==> src/design/hbf_pkg.sv <==
package hbf_pkg;

   localparam int unsigned LEN_W = 24;
   localparam int unsigned SID_W = 31;
   localparam int unsigned BYTE_W = 8;
   localparam int unsigned SLOT_W = 4;

   localparam logic [BYTE_W-1:0] TYPE_HEADERS = 8'h01;
   localparam logic [BYTE_W-1:0] TYPE_CONTINUATION = 8'h09;
   localparam logic [BYTE_W-1:0] END_STRM_FLAG = 8'h01;
   localparam logic [BYTE_W-1:0] END_HDRS_FLAG = 8'h04;

   localparam logic [SLOT_W-1:0] SLOT_FIRST_HDR = 4'd0;
   localparam logic [SLOT_W-1:0] SLOT_LAST_HDR = 4'd8;
   localparam logic [SLOT_W-1:0] SLOT_BODY = 4'd9;

   typedef struct packed {
      logic              hdr;
      logic [LEN_W-1:0]  hdr_len;
      logic [BYTE_W-1:0] hdr_kind;
      logic [BYTE_W-1:0] hdr_flags;
      logic [SID_W-1:0]  hdr_sid;
      logic              hdr_ends;
      logic              body;
      logic [BYTE_W-1:0] body_byte;
      logic              body_fend;
      logic              body_bend;
      logic              body_stray;
   } hbf_plan_type;

endpackage

==> src/design/hbf_if.sv <==
interface hbf_req_if;
   import hbf_pkg::*;
   logic              valid;
   logic              ready;
   logic              start_block;
   logic [LEN_W-1:0]  block_length;
   logic [SID_W-1:0]  stream_id;
   logic              end_stream;
   logic              has_byte;
   logic [BYTE_W-1:0] data_byte;

   modport source (output valid, start_block, block_length, stream_id, end_stream,
                   has_byte, data_byte, input ready);
   modport sink (input valid, start_block, block_length, stream_id, end_stream,
                 has_byte, data_byte, output ready);
endinterface

interface hbf_rsp_if;
   import hbf_pkg::*;
   logic              valid;
   logic              ready;
   logic [BYTE_W-1:0] out_byte;
   logic              in_header;
   logic              frame_end;
   logic              block_end;
   logic              stray_error;
   logic              last;

   modport source (output valid, out_byte, in_header, frame_end, block_end, stray_error,
                   last, input ready);
   modport sink (input valid, out_byte, in_header, frame_end, block_end, stray_error,
                 last, output ready);
endinterface

interface hbf_csr_if;
   import hbf_pkg::*;
   logic             valid;
   logic             ready;
   logic [LEN_W-1:0] data;

   modport source (output valid, data, input ready);
   modport sink (input valid, data, output ready);
endinterface

==> src/design/http2_header_block_framer.sv <==
// Cuts a header block, given one byte per item, into HEADERS and CONTINUATION frames
// and inserts a 9-byte frame header in front of each frame. Each accepted item is
// planned against the framing state and gives 0 to 10 result items, which leave one
// per cycle, while rsp ready holds, on the single byte-wide result port from job_ff.
// With rsp ready held, an item that gives one result keeps a rate of one item per
// cycle; an item that opens a frame gives 9 header bytes, and a two-deep plan queue
// holds the input back while those bytes drain. The user must write max_frame_size
// through the csr port while idle (not enforced); zero selects DEFAULT_MAX_FRAME.
module http2_header_block_framer
   import hbf_pkg::*;
#(
   parameter int unsigned DEFAULT_MAX_FRAME = 16384
) (
   input  logic      clock,
   input  logic      reset,
   hbf_req_if.sink   req_if,
   hbf_rsp_if.source rsp_if,
   hbf_csr_if.sink   csr_if
);

   logic [LEN_W-1:0] max_frame_ff;
   logic [LEN_W-1:0] block_left_ff, block_left_in;
   logic [LEN_W-1:0] frame_left_ff, frame_left_in;
   logic             first_frame_ff, first_frame_in;
   logic [SID_W-1:0] stream_ff, stream_in;
   logic             end_stream_ff, end_stream_in;
   logic             in_block_ff, in_block_in;

   hbf_plan_type     plan;
   hbf_plan_type     job_ff, job_in;
   hbf_plan_type     pend_ff, pend_in;
   logic             job_valid_ff, job_valid_in;
   logic             pend_valid_ff, pend_valid_in;
   logic [SLOT_W-1:0] slot_ff, slot_in;

   logic             req_take;
   logic             plan_any;
   logic             rsp_last;
   logic             job_done;
   logic             job_free;
   logic [LEN_W-1:0] cap;
   logic [LEN_W-1:0] chunk;

   assign csr_if.ready = 1'b1;
   assign req_if.ready = !pend_valid_ff;
   assign req_take = req_if.valid && req_if.ready;

   // plan one item against the framing state
   always_comb begin
      block_left_in = block_left_ff;
      frame_left_in = frame_left_ff;
      first_frame_in = first_frame_ff;
      stream_in = stream_ff;
      end_stream_in = end_stream_ff;
      in_block_in = in_block_ff;
      plan = '0;
      cap = (max_frame_ff != '0) ? max_frame_ff : LEN_W'(DEFAULT_MAX_FRAME);
      chunk = '0;

      if (req_if.start_block) begin
         block_left_in = req_if.block_length;
         stream_in = req_if.stream_id;
         end_stream_in = req_if.end_stream;
         frame_left_in = '0;
         first_frame_in = 1'b1;
         if (req_if.block_length == '0) begin
            plan.hdr = 1'b1;
            plan.hdr_len = '0;
            plan.hdr_kind = TYPE_HEADERS;
            plan.hdr_flags = END_HDRS_FLAG | (req_if.end_stream ? END_STRM_FLAG : '0);
            plan.hdr_sid = req_if.stream_id;
            plan.hdr_ends = 1'b1;
            first_frame_in = 1'b0;
            in_block_in = 1'b0;
         end else begin
            in_block_in = 1'b1;
         end
      end

      if (req_if.has_byte) begin
         plan.body = 1'b1;
         if (!in_block_in) begin
            plan.body_stray = 1'b1;
         end else begin
            if (frame_left_in == '0) begin
               chunk = (block_left_in < cap) ? block_left_in : cap;
               plan.hdr = 1'b1;
               plan.hdr_len = chunk;
               plan.hdr_kind = first_frame_in ? TYPE_HEADERS : TYPE_CONTINUATION;
               plan.hdr_flags = ((chunk == block_left_in) ? END_HDRS_FLAG : '0)
                              | ((first_frame_in && end_stream_in) ? END_STRM_FLAG : '0);
               plan.hdr_sid = stream_in;
               plan.hdr_ends = 1'b0;
               first_frame_in = 1'b0;
               frame_left_in = chunk;
            end
            frame_left_in = frame_left_in - LEN_W'(1);
            block_left_in = block_left_in - LEN_W'(1);
            plan.body_byte = req_if.data_byte;
            plan.body_fend = (frame_left_in == '0);
            plan.body_bend = (block_left_in == '0);
            if (block_left_in == '0) begin
               in_block_in = 1'b0;
               frame_left_in = '0;
            end
         end
      end
      plan_any = plan.hdr || plan.body;
   end

   // result byte select
   always_comb begin
      rsp_if.out_byte = '0;
      rsp_if.in_header = 1'b0;
      rsp_if.frame_end = 1'b0;
      rsp_if.block_end = 1'b0;
      rsp_if.stray_error = 1'b0;
      case (slot_ff)
         4'd0: rsp_if.out_byte = job_ff.hdr_len[23:16];
         4'd1: rsp_if.out_byte = job_ff.hdr_len[15:8];
         4'd2: rsp_if.out_byte = job_ff.hdr_len[7:0];
         4'd3: rsp_if.out_byte = job_ff.hdr_kind;
         4'd4: rsp_if.out_byte = job_ff.hdr_flags;
         4'd5: rsp_if.out_byte = {1'b0, job_ff.hdr_sid[30:24]};
         4'd6: rsp_if.out_byte = job_ff.hdr_sid[23:16];
         4'd7: rsp_if.out_byte = job_ff.hdr_sid[15:8];
         4'd8: rsp_if.out_byte = job_ff.hdr_sid[7:0];
         4'd9: rsp_if.out_byte = job_ff.body_stray ? '0 : job_ff.body_byte;
         default: rsp_if.out_byte = '0;
      endcase
      if (slot_ff == SLOT_BODY) begin
         rsp_if.frame_end = job_ff.body_fend && !job_ff.body_stray;
         rsp_if.block_end = job_ff.body_bend && !job_ff.body_stray;
         rsp_if.stray_error = job_ff.body_stray;
      end else begin
         rsp_if.in_header = 1'b1;
         rsp_if.frame_end = (slot_ff == SLOT_LAST_HDR) && job_ff.hdr_ends;
         rsp_if.block_end = (slot_ff == SLOT_LAST_HDR) && job_ff.hdr_ends;
      end
   end

   assign rsp_last = (slot_ff == SLOT_BODY) || ((slot_ff == SLOT_LAST_HDR) && !job_ff.body);
   assign rsp_if.last = rsp_last;
   assign rsp_if.valid = job_valid_ff;
   assign job_done = job_valid_ff && rsp_if.ready && rsp_last;
   assign job_free = !job_valid_ff || job_done;

   // advance the plan queue
   always_comb begin
      job_in = job_ff;
      pend_in = pend_ff;
      job_valid_in = job_valid_ff;
      pend_valid_in = pend_valid_ff;
      slot_in = slot_ff;
      if (job_valid_ff && rsp_if.ready && !rsp_last) begin
         slot_in = (slot_ff == SLOT_LAST_HDR) ? SLOT_BODY : slot_ff + SLOT_W'(1);
      end
      if (job_free) begin
         job_valid_in = 1'b0;
         if (pend_valid_ff) begin
            job_in = pend_ff;
            job_valid_in = 1'b1;
            pend_valid_in = 1'b0;
            slot_in = pend_ff.hdr ? SLOT_FIRST_HDR : SLOT_BODY;
         end else if (req_take && plan_any) begin
            job_in = plan;
            job_valid_in = 1'b1;
            slot_in = plan.hdr ? SLOT_FIRST_HDR : SLOT_BODY;
         end
      end else if (req_take && plan_any) begin
         pend_in = plan;
         pend_valid_in = 1'b1;
      end
   end

   always_ff @(posedge clock) begin
      if (reset) begin
         max_frame_ff <= '0;
         block_left_ff <= '0;
         frame_left_ff <= '0;
         first_frame_ff <= 1'b1;
         stream_ff <= '0;
         end_stream_ff <= 1'b0;
         in_block_ff <= 1'b0;
         job_valid_ff <= 1'b0;
         pend_valid_ff <= 1'b0;
         slot_ff <= SLOT_FIRST_HDR;
      end else begin
         if (csr_if.valid && csr_if.ready) begin
            max_frame_ff <= csr_if.data;
         end
         if (req_take) begin
            block_left_ff <= block_left_in;
            frame_left_ff <= frame_left_in;
            first_frame_ff <= first_frame_in;
            stream_ff <= stream_in;
            end_stream_ff <= end_stream_in;
            in_block_ff <= in_block_in;
         end
         job_valid_ff <= job_valid_in;
         pend_valid_ff <= pend_valid_in;
         slot_ff <= slot_in;
      end
   end

   always_ff @(posedge clock) begin
      job_ff <= job_in;
      pend_ff <= pend_in;
   end

   a_pend_behind_job: assert property (@(posedge clock) disable iff (reset)
      pend_valid_ff |-> job_valid_ff)
      else $error("queued plan without an active plan");

   a_slot_range: assert property (@(posedge clock) disable iff (reset)
      job_valid_ff |-> (slot_ff <= SLOT_BODY))
      else $error("result slot out of range");

   a_body_slot_needs_body: assert property (@(posedge clock) disable iff (reset)
      (job_valid_ff && (slot_ff == SLOT_BODY)) |-> job_ff.body)
      else $error("body slot reached on a header-only plan");

   a_open_block_has_bytes: assert property (@(posedge clock) disable iff (reset)
      in_block_ff |-> (block_left_ff != '0))
      else $error("open block with no bytes left");

   a_frame_inside_block: assert property (@(posedge clock) disable iff (reset)
      (frame_left_ff != '0) |-> (in_block_ff && (frame_left_ff <= block_left_ff)))
      else $error("frame count outside its block");

endmodule
==> src/flat_wrapper.sv <==
// flat-port wrapper written by rule: the top's interface ports become plain ports
module http2_header_block_framer_flat import hbf_pkg::*;
#(
   parameter int unsigned DEFAULT_MAX_FRAME = 16384
)
  (clock, reset, req_if_valid, req_if_start_block, req_if_block_length, req_if_stream_id, req_if_end_stream, req_if_has_byte, req_if_data_byte, req_if_ready, rsp_if_valid, rsp_if_out_byte, rsp_if_in_header, rsp_if_frame_end, rsp_if_block_end, rsp_if_stray_error, rsp_if_last, rsp_if_ready, csr_if_valid, csr_if_data, csr_if_ready);
  hbf_req_if req_if_i ();
  hbf_rsp_if rsp_if_i ();
  hbf_csr_if csr_if_i ();
  input  logic clock;
  input  logic reset;
  input wire logic [$bits(req_if_i.valid)-1:0] req_if_valid;
  input wire logic [$bits(req_if_i.start_block)-1:0] req_if_start_block;
  input wire logic [$bits(req_if_i.block_length)-1:0] req_if_block_length;
  input wire logic [$bits(req_if_i.stream_id)-1:0] req_if_stream_id;
  input wire logic [$bits(req_if_i.end_stream)-1:0] req_if_end_stream;
  input wire logic [$bits(req_if_i.has_byte)-1:0] req_if_has_byte;
  input wire logic [$bits(req_if_i.data_byte)-1:0] req_if_data_byte;
  output wire logic [$bits(req_if_i.ready)-1:0] req_if_ready;
  output wire logic [$bits(rsp_if_i.valid)-1:0] rsp_if_valid;
  output wire logic [$bits(rsp_if_i.out_byte)-1:0] rsp_if_out_byte;
  output wire logic [$bits(rsp_if_i.in_header)-1:0] rsp_if_in_header;
  output wire logic [$bits(rsp_if_i.frame_end)-1:0] rsp_if_frame_end;
  output wire logic [$bits(rsp_if_i.block_end)-1:0] rsp_if_block_end;
  output wire logic [$bits(rsp_if_i.stray_error)-1:0] rsp_if_stray_error;
  output wire logic [$bits(rsp_if_i.last)-1:0] rsp_if_last;
  input wire logic [$bits(rsp_if_i.ready)-1:0] rsp_if_ready;
  input wire logic [$bits(csr_if_i.valid)-1:0] csr_if_valid;
  input wire logic [$bits(csr_if_i.data)-1:0] csr_if_data;
  output wire logic [$bits(csr_if_i.ready)-1:0] csr_if_ready;
  assign req_if_i.valid = req_if_valid;
  assign req_if_i.start_block = req_if_start_block;
  assign req_if_i.block_length = req_if_block_length;
  assign req_if_i.stream_id = req_if_stream_id;
  assign req_if_i.end_stream = req_if_end_stream;
  assign req_if_i.has_byte = req_if_has_byte;
  assign req_if_i.data_byte = req_if_data_byte;
  assign req_if_ready = req_if_i.ready;
  assign rsp_if_valid = rsp_if_i.valid;
  assign rsp_if_out_byte = rsp_if_i.out_byte;
  assign rsp_if_in_header = rsp_if_i.in_header;
  assign rsp_if_frame_end = rsp_if_i.frame_end;
  assign rsp_if_block_end = rsp_if_i.block_end;
  assign rsp_if_stray_error = rsp_if_i.stray_error;
  assign rsp_if_last = rsp_if_i.last;
  assign rsp_if_i.ready = rsp_if_ready;
  assign csr_if_i.valid = csr_if_valid;
  assign csr_if_i.data = csr_if_data;
  assign csr_if_ready = csr_if_i.ready;
  http2_header_block_framer #(.DEFAULT_MAX_FRAME(DEFAULT_MAX_FRAME)) u_core (.clock(clock), .reset(reset), .req_if(req_if_i), .rsp_if(rsp_if_i), .csr_if(csr_if_i));
endmodule
==> config.mk <==
export PLATFORM = sky130hd
export DESIGN_NAME = http2_header_block_framer_flat
export DESIGN_NICKNAME = d
export VERILOG_FILES = /design/src/design/hbf_pkg.sv /design/src/design/hbf_if.sv /design/src/design/http2_header_block_framer.sv /design/src/flat_wrapper.sv
export SDC_FILE = /design/constraint.sdc
export NUM_CORES = 1
export LEC_CHECK = 0
export BUFFER_PORTS_ARGS = -buffer_cell sky130_fd_sc_hd__buf_4
export CELL_PAD_IN_SITES_DETAIL_PLACEMENT = 1
export CELL_PAD_IN_SITES_GLOBAL_PLACEMENT = 1
export CORE_ASPECT_RATIO = 0.7
export CORE_UTILIZATION = 43
export DETAILED_ROUTE_END_ITERATION = 10
export PLACE_DENSITY_LB_ADDON = 0.1
export SLEW_MARGIN = 0
export SYNTH_ARGS = -nofsm -noshare
export SYNTH_HDL_FRONTEND = slang
export SYNTH_SLANG_ARGS = --single-unit
==> constraint.sdc <==
create_clock -name clock -period 5.4 [get_ports clock]
set_input_delay 0.27 -clock clock [delete_from_list [all_inputs] [get_ports clock]]
set_output_delay 0.27 -clock clock [all_outputs]
set_load 0.005 [all_outputs]
Word-level counts from Yosys, hierarchy flattened

Index checks and enable logic that the tools add are counted.

$add $sub $neg: 3
Magnitude comparators: 1
Equality and inequality tests: 10
Mux-type cells: 51
Bitwise logic cells: 2
Reduce and logical (&&, ||, !) cells: 28

Operators with widths:

| cell                    | count |
|---|---|
| $mux W73                | 4 |
| $mux W24                | 12 |
| $mux W84                | 2 |
| $logic_not A24 Y1       | 4 |
| $mux W85                | 1 |
| $pmux W8 S10            | 1 |
| $sub A24 B1 Y24 const B | 2 |
| $mux W4                 | 8 |
| $mux W31                | 1 |
| $eq A24 B24 Y1          | 1 |
| $lt A24 B24 Y1          | 1 |
| $reduce_bool A24 Y1     | 1 |
| $mux W1                 | 19 |
| $eq A4 B3 Y1 const B    | 4 |
| $logic_and A1 B1 Y1     | 10 |
| $mux W10                | 1 |
| $eq A4 B2 Y1 const B    | 2 |
| $eq A4 B4 Y1 const B    | 2 |
| $mux W8                 | 1 |
| $or A8 B8 Y8            | 1 |
| $logic_not A1 Y1        | 5 |
| $add A4 B1 Y4 const B   | 1 |
| $eq A4 B1 Y1 const B    | 1 |
| $logic_not A4 Y1        | 1 |
| other kinds (6)         | 9 |

Register bits after elaboration: 281
Input bits: 95
Output and inout bits: 16
Logic and storage cells: 126

Longest topological paths before layout

Gate-level depths: netlist (run 1).

Depth after elaboration: 16
Depth in mapped cells: 25
Gate-level depth less buffers: 21

Worst setup path before layout (run 1)

No wires, ideal clock.

Kind: input -> register
Start: in req_if_start_block
End: reg u_core.job_ff[2] in the netlist's numbering (data pin)
Library setup time: 165 ps
Arrival time: 5,729 ps
Required time: 5,235 ps
Setup slack: -494 ps
Stages: 24
Buffers on the path: 6
Path through: buf_6 buf_2 buf_4 buf_2 buf_2 buf_2 mux2i_1 inv_1 ha_1 nand4_1 nor4_1 nand2_1 o22a_4 a21oi_1 or2_1 a2bb2oi_1 ha_1 o211ai_1 nor4_2 nand2_1 xnor2_1 or4_1 or4_1 o31ai_2

Word-level cells in the longest chain between the ends: 12
Elaborated cells between the ends (all ways): 15
Classes of those cells: add/sub (1); order compare (1); mux (11); reduce/logical (2)

RTL lines:

| element                | line                             | text |
|---|---|---|
| start: declaration     | flat_wrapper.sv:13               | `input wire logic [$bits(req_if_i.start_block)-1:0] req_if_start_block;` |
| $mux W24               | http2_header_block_framer.sv:60  | `if (req_if.start_block) begin` |
| $lt A24 B24 Y1         | http2_header_block_framer.sv:86  | `chunk = (block_left_in < cap) ? block_left_in : cap;` |
| $mux W24               | http2_header_block_framer.sv:86  |  |
| $mux W24               | http2_header_block_framer.sv:85  | `if (frame_left_in == '0) begin` |
| $mux W24               | http2_header_block_framer.sv:82  | `if (!in_block_in) begin` |
| $mux W24               | http2_header_block_framer.sv:80  | `if (req_if.has_byte) begin` |
| $sub A24 B1 Y24        | http2_header_block_framer.sv:97  | `frame_left_in = frame_left_in - LEN_W'(1);` |
| $logic_not A24 Y1      | http2_header_block_framer.sv:100 | `plan.body_fend = (frame_left_in == '0);` |
| $mux W10 (*)           | http2_header_block_framer.sv:82  |  |
| $mux W85 (*)           | http2_header_block_framer.sv:80  |  |
| $mux W84 (*)           | http2_header_block_framer.sv:165 | `end else if (req_take && plan_any) begin` |
| $mux W84 (*)           | http2_header_block_framer.sv:160 | `if (pend_valid_ff) begin` |
| end signal: assignment | http2_header_block_framer.sv:207 | `job_ff <= job_in;` |
| end: declaration       | http2_header_block_framer.sv:30  | `hbf_plan_type job_ff, job_in;` |

Every way passes the cells marked *; elsewhere a longest branch is shown, timed or not. The select of a mux whose other input is x is not followed.
A chain may end at the register's enable or synchronous reset.

Final worst setup path (run 1)

Start: reg u_core.max_frame_ff[10]
End: reg u_core.job_ff[2] in the netlist's numbering (data pin)

Word-level cells in the longest chain between the ends: 13

RTL lines:

| element                  | line                             | text |
|---|---|---|
| start: declaration       | http2_header_block_framer.sv:21  | `logic [LEN_W-1:0] max_frame_ff;` |
| start signal: assignment | http2_header_block_framer.sv:190 | `max_frame_ff <= csr_if.data;` |
| $reduce_bool A24 Y1      | http2_header_block_framer.sv:57  | `cap = (max_frame_ff != '0) ? max_frame_ff : LEN_W'(DEFAULT_MAX_FRAME);` |
| $mux W24 (*)             | http2_header_block_framer.sv:57  |  |
| $lt A24 B24 Y1           | http2_header_block_framer.sv:86  |  |
| $mux W24 (*)             | http2_header_block_framer.sv:86  |  |
| $mux W24 (*)             | http2_header_block_framer.sv:85  |  |
| $mux W24 (*)             | http2_header_block_framer.sv:82  |  |
| $mux W24 (*)             | http2_header_block_framer.sv:80  |  |
| $sub A24 B1 Y24 (*)      | http2_header_block_framer.sv:97  |  |
| $logic_not A24 Y1 (*)    | http2_header_block_framer.sv:100 |  |
| $mux W10 (*)             | http2_header_block_framer.sv:82  |  |
| $mux W85 (*)             | http2_header_block_framer.sv:80  |  |
| $mux W84 (*)             | http2_header_block_framer.sv:165 |  |
| $mux W84 (*)             | http2_header_block_framer.sv:160 |  |

Marks and branches as above.

==> qor.yml, run 1 <==
yosys:
  synth_area_leader_cell: "edfxtp_1"
  synth_top_area_frac: 0.3149
  postSynthCellCount: 1397
  netlist-cell-type-count: 80
  synth_edf_count: 144
  syn_area_per_cell_sq_um: 9.830
  async_reset_ff_frac: 0
  ys_seq_elements: 256
  yosysMostFrequentCell: "nand2_1"
  synthTopCellsByArea: "edfxtp_1, dfxtp_1, nand2_1, mux2_2, a21oi_1"
  synth_common_cells: "nand2_1, edfxtp_1, nor2_1"
  syn_nets: 1523
  synth_area_sq_um: 13730
  yosysWarnings: 0
  ys_seq_area_frac: 0.4782
  synth_flop_cell: "edfxtp_1"
power:
  clkPwrFrac: 0.331
  p_seq_frac: 0.402
  p_per_area_nw_per_um2: 331.4
  p_sw_frac: 0.3177
  p_leak_nw: 6.455
  p_switching_mw: 1.781
  max-vdd-ir-drop_mv: 0.2655
  pwr-share-comb: 0.267
  intPower_mw: 3.824
drt:
  post-route-drc-count: 0
  postRouteAntennaNets: 0
  drtIter0Drc: 1112
  wl_per_cell_microns: 23.48
  via_count: 11950
  drt-total-wl_microns: 47640
  drtPass1Iterations: 5
  avgViaCountPerCell: 5.887
finish:
  layoutNonFillerInstCount: 2029
  multi_input_area_sq_um: 6703
  nets: 1715
  nFillCells: 3492
  area_growth_pct: 23.17
  seq_area_sq_um: 6569
  design_area_sq_um: 16910
  layout-drive-gt1-share: 0.2200
  antennaDiodeCount: 0
hold_path:
  hold_path.class: "input pin to flop"
  hold_depth: 2
critical_path:
  crit_required_ns: 5.78
  r2r_setup_slack_ns: 0.22
  rr_worst_depth: 21
  worst_setup_path_end_kind: "flop"
  cp_max_fo: 12
  start_kind: "flop"
  arrival_ns: 5.56
  crit_type: "flop to flop"
run_status:
  status: "complete, no violations"
timing:
  tightest_slew_ns: 0.8248
  hold_viol_final: 0
  layout_min_cycle_time_ns: 5.178
  final.setup_skew_ns: 0.01789
  period_share: 0.9590
  max_slew_margin: 0.4494
  timing.hold.ws_ns: 0.03594
  max_freq_mhz: 193.1
  setup_viol: 0
  drv_slew: 0
place:
  io_buffers: 109
  gp_congestion: 0.9312
  post-place-cells: 1921
  dp_hpwl_microns: 34310
  place_area_sq_um: 15400
run:
  cap_viol_max_count: 0
grt:
  antenna_found_initial: 0
  grt_max_degree: 63
  overflow: 0
  grtUsageTotal: 0.2892
  grt_pass1_vias: 11830
  grt_pass1_wl_microns: 71750
floorplan:
  start_util: 0.4390
  core-area_sq_um: 31280
  die_area_sq_um: 32670
  row_count: 54
  die_y_microns: 151.5
  die_w_microns: 215.6
  pin_count: 111
clock_network:
  cts_buffers: 27
  cts.sinks: 256
  path_clk_slew_ns: 0.07
  ctsRootBufferMaster: "clkbuf_16"
  clockBufferDepth: 3
  clock_latency_ns: 0.55
  h-tree-depth: 1
  cts_tree: "yes"
==> flip-flops by register name (all words and copies together) (netlist names) <==
| register | flops |
|---|---|
| u_core.first_frame_ff | 1 |
| u_core.job_ff | 72 |
| u_core.rsp_if.valid | 1 |
| u_core.stream_ff | 31 |
| u_core.max_frame_ff | 24 |
| u_core.slot_ff | 4 |
| u_core.pend_valid_ff | 1 |
| u_core.frame_left_ff | 24 |
| u_core.in_block_ff | 1 |
| u_core.block_left_ff | 24 |
| u_core.pend_ff | 72 |
| u_core.end_stream_ff | 1 |
==> cells in the final DEF (no fill, tap or decap), types with 7 or more instances in the layout <==
master | netlist | layout
dfxtp_1 | 112 | 110
a22oi_1 | 32 | 32
or2_2 | 8 | 8
and2_1 | 11 | 11
a21oi_1 | 102 | 101
nor4_1 | 23 | 19
nand3_1 | 26 | 26
edfxtp_1 | 144 | 144
inv_1 | 60 | 59
or4_1 | 7 | 7
nor2_1 | 118 | 110
and3_1 | 19 | 19
ha_1 | 31 | 30
dlygate4sd3_1 | 0 | 57
a21o_1 | 9 | 9
mux2_2 | 56 | 56
xnor2_1 | 50 | 50
nand2_1 | 176 | 176
o31ai_1 | 22 | 22
clkbuf_16 | 0 | 27
xor2_1 | 9 | 9
a22o_1 | 33 | 33
mux2i_1 | 46 | 45
o21ai_0 | 38 | 37
o2bb2ai_1 | 12 | 12
clkinv_2 | 0 | 7
nor3_1 | 37 | 36
buf_4 | 4 | 191
or3_1 | 12 | 12
nand4_1 | 17 | 17
==> cells by family after synthesis <==
group	share of synthesized area
mux	0.08310
flops	0.4782
xor+xnor	0.03763
fa+ha+maj	0.02825
compound gates	0.1616
buf+inv	0.04419
other cells	0.0002731
simple gates	0.1668
==> per-stage QoR <==
| stage | total power, mW | TNS [ns] | util | setup WS, ns |
|---|---|---|---|---|
| 2_1_floorplan | 3.156 | -0.02637 | - | -0.02637 |
| 3_3_place_gp | 3.658 | 0 | 0.4922 | 0.2417 |
| 3_5_place_dp | 3.688 | 0 | 0.4922 | 0.04284 |
| 4_1_cts | 5.583 | 0 | 0.5380 | 0.09590 |
| 5_1_grt | 5.816 | -0.005979 | 0.5407 | -0.005979 |
| 6_report | 5.606 | 0 | 0.5407 | 0.2216 |
==> area by class of cell <==
| class | count | share of cell area |
|---|---|---|
| multi-input cells | 993 | 0.3963 |
| flip-flops and latches | 256 | 0.3884 |
| repair buffers | 249 | 0.1197 |
| clock buffers | 33 | 0.04246 |
| well taps | 420 | 0.03107 |
| inverters | 62 | 0.01376 |
| clock inverters | 16 | 0.008359 |
==> worst max-delay path, cell delays in order (launching register included) <==
cell and delay (ns):
dfxtp_1 0.41, nor2_2 0.25, nand4_1 0.17, nor2_2 0.19, nor2_2 0.10, ha_1 0.31
nand2_1 0.05, o21a_1 0.18, o211ai_1 0.30, a211oi_2 0.18, buf_4 0.21, a21oi_1 0.15
or2_4 0.18, a2bb2oi_4 0.18, ha_2 0.22, o211ai_1 0.18, nor4_4 0.26, nand2_1 0.10
xnor2_1 0.15, or4_1 0.53, or4_1 0.46, o31ai_2 0.25
==> layer usage <==
layer / track usage / vias up / wire (microns)
li1: - / 5497 / -
met1: 0.4462 / 5977 / 23250
met2: 0.4183 / 415 / 19790
met3: 0.05230 / 56 / 3706
met4: 0.05780 / 0 / 898
met5: 0 / - / 0
==> power by group through the flow <==
stage	registers, mW	clock network, mW	logic [mW]
2_1_floorplan	2.26	0	0.900
3_3_place_gp	2.28	0	1.37
3_5_place_dp	2.29	0	1.40
4_1_cts	2.25	1.89	1.45
5_1_grt	2.26	1.96	1.60
6_report	2.25	1.86	1.50
==> timing repair <==
item	in CTS	in global routing
hold endpoints to repair	57	0
buffers inserted	0	2
endpoints found under the setup margin	0	2
hold buffers	57	0
gates resized for setup	0	15
==> final timing paths <==
| check | start | endpoint |
|---|---|---|
| min | req_if_data_byte[7] | u_core.pend_ff[10] |
| max reg2reg | u_core.max_frame_ff[10] | u_core.job_ff[2] |
| min reg2reg | u_core.stream_ff[3] | u_core.stream_ff[3] |
| max | u_core.max_frame_ff[10] | u_core.job_ff[2] |
Note: power is estimated with default switching activity, not from simulation.
==> run 2: changes to the inputs <==
Settings changed: ABC_AREA from default to 1, CORE_UTILIZATION 43 to 41.
==> qor.yml, run 2 <==
run_status:
  status: "complete, no violations"
critical_path:
  arrival_ns: 5.46
  cp_max_fo: 48
  crit_type: "flop to flop"
  critical_path.slowest_cell: "buf_4"
  crit_required_ns: 5.81
  crit_top_cell: "nand2_1"
  max_stage_delay_ns: 0.47
  start_kind: "flop"
  worst_setup_path_end_kind: "flop"
place:
  dp_slack_ns: 0.3806
  dp_hpwl_microns: 42180
  gp_congestion: 0.9214
  place_area_sq_um: 15810
  io_buffers: 109
  post-place-cells: 2463
grt:
  grt_pass1_wl_microns: 87410
  grt_pass1_vias: 14050
  grtUsageTotal: 0.3205
  overflow: 0
  grt_max_degree: 91
  antenna_found_initial: 2
yosys:
  syn_area_per_cell_sq_um: 7.488
  synth_compound_area_frac: 0.1563
  synth_top_family_by_area: "simple AND/OR/NAND/NOR gates"
  synth-xor-area-share: 0.01687
  synth_area_leader_cell: "edfxtp_1"
  yosysWarnings: 0
  synth_top_area_frac: 0.2975
  yosysMostFrequentCell: "nand2_1"
  synthTopCellsByArea: "edfxtp_1, dfxtp_1, nand2_1, o21ai_0, a21oi_1"
  async_reset_ff_frac: 0
  ys_seq_elements: 256
  synth_area_sq_um: 14530
  synth_edf_count: 144
  ys_seq_area_frac: 0.4518
  muxShareOfSynthArea: 0
  postSynthCellCount: 1941
  yosys.area_share.simple: 0.2667
  netlist-cell-type-count: 55
  synth_common_cells: "nand2_1, inv_1, o21ai_0"
  synth_flop_cell: "edfxtp_1"
  synth-adder-area-share: 0.02669
  syn_nets: 2067
floorplan:
  die_y_microns: 159.5
  pin_count: 111
  row_count: 57
  die_w_microns: 227.0
  start_util: 0.4176
  core-area_sq_um: 34800
  die_area_sq_um: 36220
drt:
  via_count: 14170
  postRouteAntennaNets: 0
  drt-total-wl_microns: 57710
  drtIter0Drc: 1238
  wl_per_cell_microns: 22.77
  avgViaCountPerCell: 5.590
  post-route-drc-count: 0
  drtPass1Iterations: 5
finish:
  layoutNonFillerInstCount: 2534
  final_cell_mix: "nand2_1, inv_1, o21ai_0"
  nets: 2166
  fin_util: 0.4872
  nFillCells: 4423
  layout-drive-gt1-share: 0.1154
  largest_registers: "u_core.job_ff (72), u_core.pend_ff (72), u_core.stream_ff (31)"
  antennaDiodeCount: 0
  design_area_sq_um: 16960
  mostFrequentLayoutCell: "nand2_1"
  area_growth_pct: 16.66
power:
  power_mw: 5.525
  max-vdd-ir-drop_mv: 0.2226
  p_leak_nw: 7.236
  p_per_area_nw_per_um2: 325.8
timing:
  max_freq_mhz: 198.1
  setup_viol: 0
  tns_ns: 0
  grt_setup_unrepaired: "false"
  max_slew_margin: 0.3138
  tightest_slew_ns: 1.029
  hold_viol_final: 0
  final.setup_skew_ns: 0.01575
  layout_min_cycle_time_ns: 5.048
  timing.hold.ws_ns: 0.02392
  fin_ws_ns: 0.3523
  period_share: 0.9348
  drv_slew: 0
clock_network:
  clock_latency_ns: 0.57
  path_clk_slew_ns: 0.06
  ctsRootBufferMaster: "clkbuf_16"
  cts.sinks: 256
  clockBufferDepth: 3
  cts_buffers: 28
  cts_tree: "yes"
  h-tree-depth: 1
hold_path:
  hold_path.class: "input pin to flop"
run:
  cap_viol_max_count: 0
==> run 2: cell count changes in the layout (fill, tap and decap cells not counted), sizes merged, moves of 49 or more <==
cell,before,now
a21oi,102,167
inv,63,194
mux2,56,0
mux2i,49,0
nand2,176,567
nand3,27,118
o21ai,41,191
xnor2,50,0
==> run 2: worst paths after layout <==
| path | from | to | slack (ns) | cells past startpoint |
|---|---|---|---|---|
| setup / recovery | u_core.max_frame_ff[23] | u_core.job_ff[2] | 0.35 | 25 |
| hold / removal | csr_if_data[18] | u_core.max_frame_ff[18] | 0.02 | 3 |
| setup reg to reg | u_core.max_frame_ff[23] | u_core.job_ff[2] | 0.35 | 25 |
| hold reg to reg | u_core.block_left_ff[19] | u_core.block_left_ff[19] | 0.47 | 2 |
==> run 2: final cells by class <==
class                   count  area [sq um]  area share
repair buffers            165          1311     0.07734
well taps                 472         590.6     0.03483
multi-input cells        1392          6794      0.4007
flip-flops and latches    256          6568      0.3874
clock buffers              34         754.5     0.04450
clock inverters            18         196.4     0.01159
inverters                 197         740.7     0.04369
==> run 2: power by group <==
part           internal, mW  switching (mW)  total (mW)
Combinational         0.380           0.875        1.26
Clock                  1.19           0.848        2.03
Sequential             2.17          0.0617        2.24
Total                  3.74            1.79        5.52
==> run 2: cell families after synthesis <==
| group | Yosys count |
|---|---|
| AO/OA/AOI/OAI | 411 |
| XOR/XNOR | 28 |
| adder cells (fa/ha/maj) | 31 |
| buffers and inverters | 293 |
| flip-flops | 256 |
| other | 1 |
| AND/OR/NAND/NOR | 921 |
==> run 2: layer usage <==
metal	vias up	GRT usage	part of all wire
li1	6681	-	-
met1	7010	0.5081	0.51
met2	415	0.4345	0.40
met3	59	0.07584	0.081
met4	0	0.05918	0.015
met5	-	0	0
==> run 2: worst max-delay path, delay by kind of cell, from the launching register on <==
| family | cells | cell delay [ns] |
|---|---|---|
| simple gates | 17 | 2.69 |
| compound gates | 3 | 0.46 |
| fa+ha+maj | 1 | 0.30 |
| xor+xnor | 1 | 0.23 |
| buf+inv | 3 | 0.85 |
| flops | 1 | 0.33 |
==> run 2: what timing repair did <==
item / CTS / global route
hold endpoints to repair: 19 / 0
hold buffers: 19 / 0
resized for setup: 0 / 0
setup buffers: 0 / 0
==> run 3: changes to the inputs <==
Settings changed: HOLD_SLACK_MARGIN from default to 0.15, REMOVE_ABC_BUFFERS from default to 1.
==> qor.yml, run 3 (same netlist as run 2, synthesis figures left out) <==
clock_network:
  cts_setup_buffers: 0
  cts-hold-fix-buffers: 65
  clockBufferDepth: 3
  cts.sinks: 256
  clock_latency_ns: 0.57
  h-tree-depth: 1
  cts_resized: 0
  cts_tree: "yes"
  ctsRootBufferMaster: "clkbuf_16"
  path_clk_slew_ns: 0.06
  cts_buffers: 28
drt:
  avgViaCountPerCell: 5.567
  drt-total-wl_microns: 53550
  post-route-drc-count: 0
  via_count: 14360
  drtPass1Iterations: 5
  postRouteAntennaNets: 0
  drtIter0Drc: 1367
  wl_per_cell_microns: 20.75
timing:
  max_freq_mhz: 207.6
  final.setup_skew_ns: 0.02218
  hold_viol_final: 0
  max_slew_margin: 0.2941
  layout_min_cycle_time_ns: 4.817
  tightest_slew_ns: 1.052
  fin_ws_ns: 0.5827
  grt_setup_unrepaired: "false"
  period_share: 0.8921
  setup_viol: 0
  drv_slew: 0
floorplan:
  die_w_microns: 227.0
  die_y_microns: 159.5
  pin_count: 111
  start_util: 0.4176
  die_area_sq_um: 36220
  core-area_sq_um: 34800
  row_count: 57
place:
  dp_slack_ns: 0.4680
  io_buffers: 109
  dp_hpwl_microns: 37180
  place_area_sq_um: 15800
  gp_congestion: 0.9637
finish:
  mostFrequentLayoutCell: "nand2_1"
  design_area_sq_um: 17380
  layout-drive-gt1-share: 0.1129
  antennaDiodeCount: 0
  area_growth_pct: 19.57
  nets: 2212
  largest_registers: "u_core.job_ff (72), u_core.pend_ff (72), u_core.stream_ff (31)"
  final_cell_mix: "nand2_1, inv_1, o21ai_0"
critical_path:
  crit_type: "flop to flop"
  crit_top_cell: "nor2_1"
  max_stage_delay_ns: 0.41
  arrival_ns: 5.22
  cp_max_fo: 7
  crit_required_ns: 5.81
  worst_setup_path_end_kind: "flop"
  critical_path.slowest_cell: "o21ai_0"
  start_kind: "flop"
grt:
  grt_pass1_wl_microns: 83120
  grt_pass1_vias: 14510
  grtUsageTotal: 0.2964
  overflow: 0
  antenna_found_initial: 0
  grt_max_degree: 77
power:
  p_per_area_nw_per_um2: 313.6
  p_leak_nw: 7.408
  max-vdd-ir-drop_mv: 0.2148
run_status:
  status: "complete, no violations"
hold_path:
  hold_path.class: "input pin to flop"
run:
  cap_viol_max_count: 0
-- run 3: stage by stage --
step | setup TNS [ns] | cells | utilization | power (mW) | hold WS, ns
floorplan | -266.70 | 1845 | - | 2.978 | 0.3391
global placement | 0 | 2463 | 0.4540 | 3.403 | 0.4473
detailed placement | 0 | 2463 | 0.4540 | 3.446 | 0.4568
CTS | 0 | 2580 | 0.4993 | 5.452 | 0.1629
global route | 0 | 2580 | 0.4993 | 5.683 | 0.1766
finish | 0 | 2580 | 0.4993 | 5.449 | 0.1904
-- run 3: worst paths after layout --
check                                                 to  depth (start not counted)  slack [ns]                      from
worst max-delay path                    u_core.job_ff[2]                         27        0.58  u_core.block_left_ff[23]
worst min register to register  u_core.block_left_ff[22]                          2        0.47  u_core.block_left_ff[22]
worst min-delay path                  u_core.pend_ff[14]                          3        0.19       req_if_stream_id[1]
worst max register to register          u_core.job_ff[2]                         27        0.58  u_core.block_left_ff[23]
-- run 3: worst max-delay path, delay by kind of cell (launching register included) --
| family | cells | cell delay [ns] |
|---|---|---|
| and+or+nand+nor | 19 | 2.77 |
| DFF | 1 | 0.31 |
| buffers and inverters | 4 | 0.49 |
| AOI/OAI and AO/OA | 2 | 0.58 |
| adders and majority gates | 2 | 0.53 |
-- run 3: cell type report --
type / count / area (sq um)
clock buffers: 31 / 721.9
clock inverters: 21 / 203.9
fillers: 4351 / 17430
inverters: 197 / 740.7
multi-input cells: 1392 / 6794
flip-flops and latches: 256 / 6568
well taps: 472 / 590.6
repair buffers: 211 / 1759
-- run 3: routing by layer --
layer	track usage	routed length, microns
met4	0.05491	790
met3	0.02639	2990
met1	0.4519	26160
met5	0	0
met2	0.4569	23600
-- run 3: power by group --
part / leakage, nW / internal, mW / switching (mW)
Sequential: 2.21 / 2.17 / 0.0546
Combinational: 4.75 / 0.404 / 0.845
Clock: 0.449 / 1.11 / 0.859
Total: 7.41 / 3.69 / 1.76
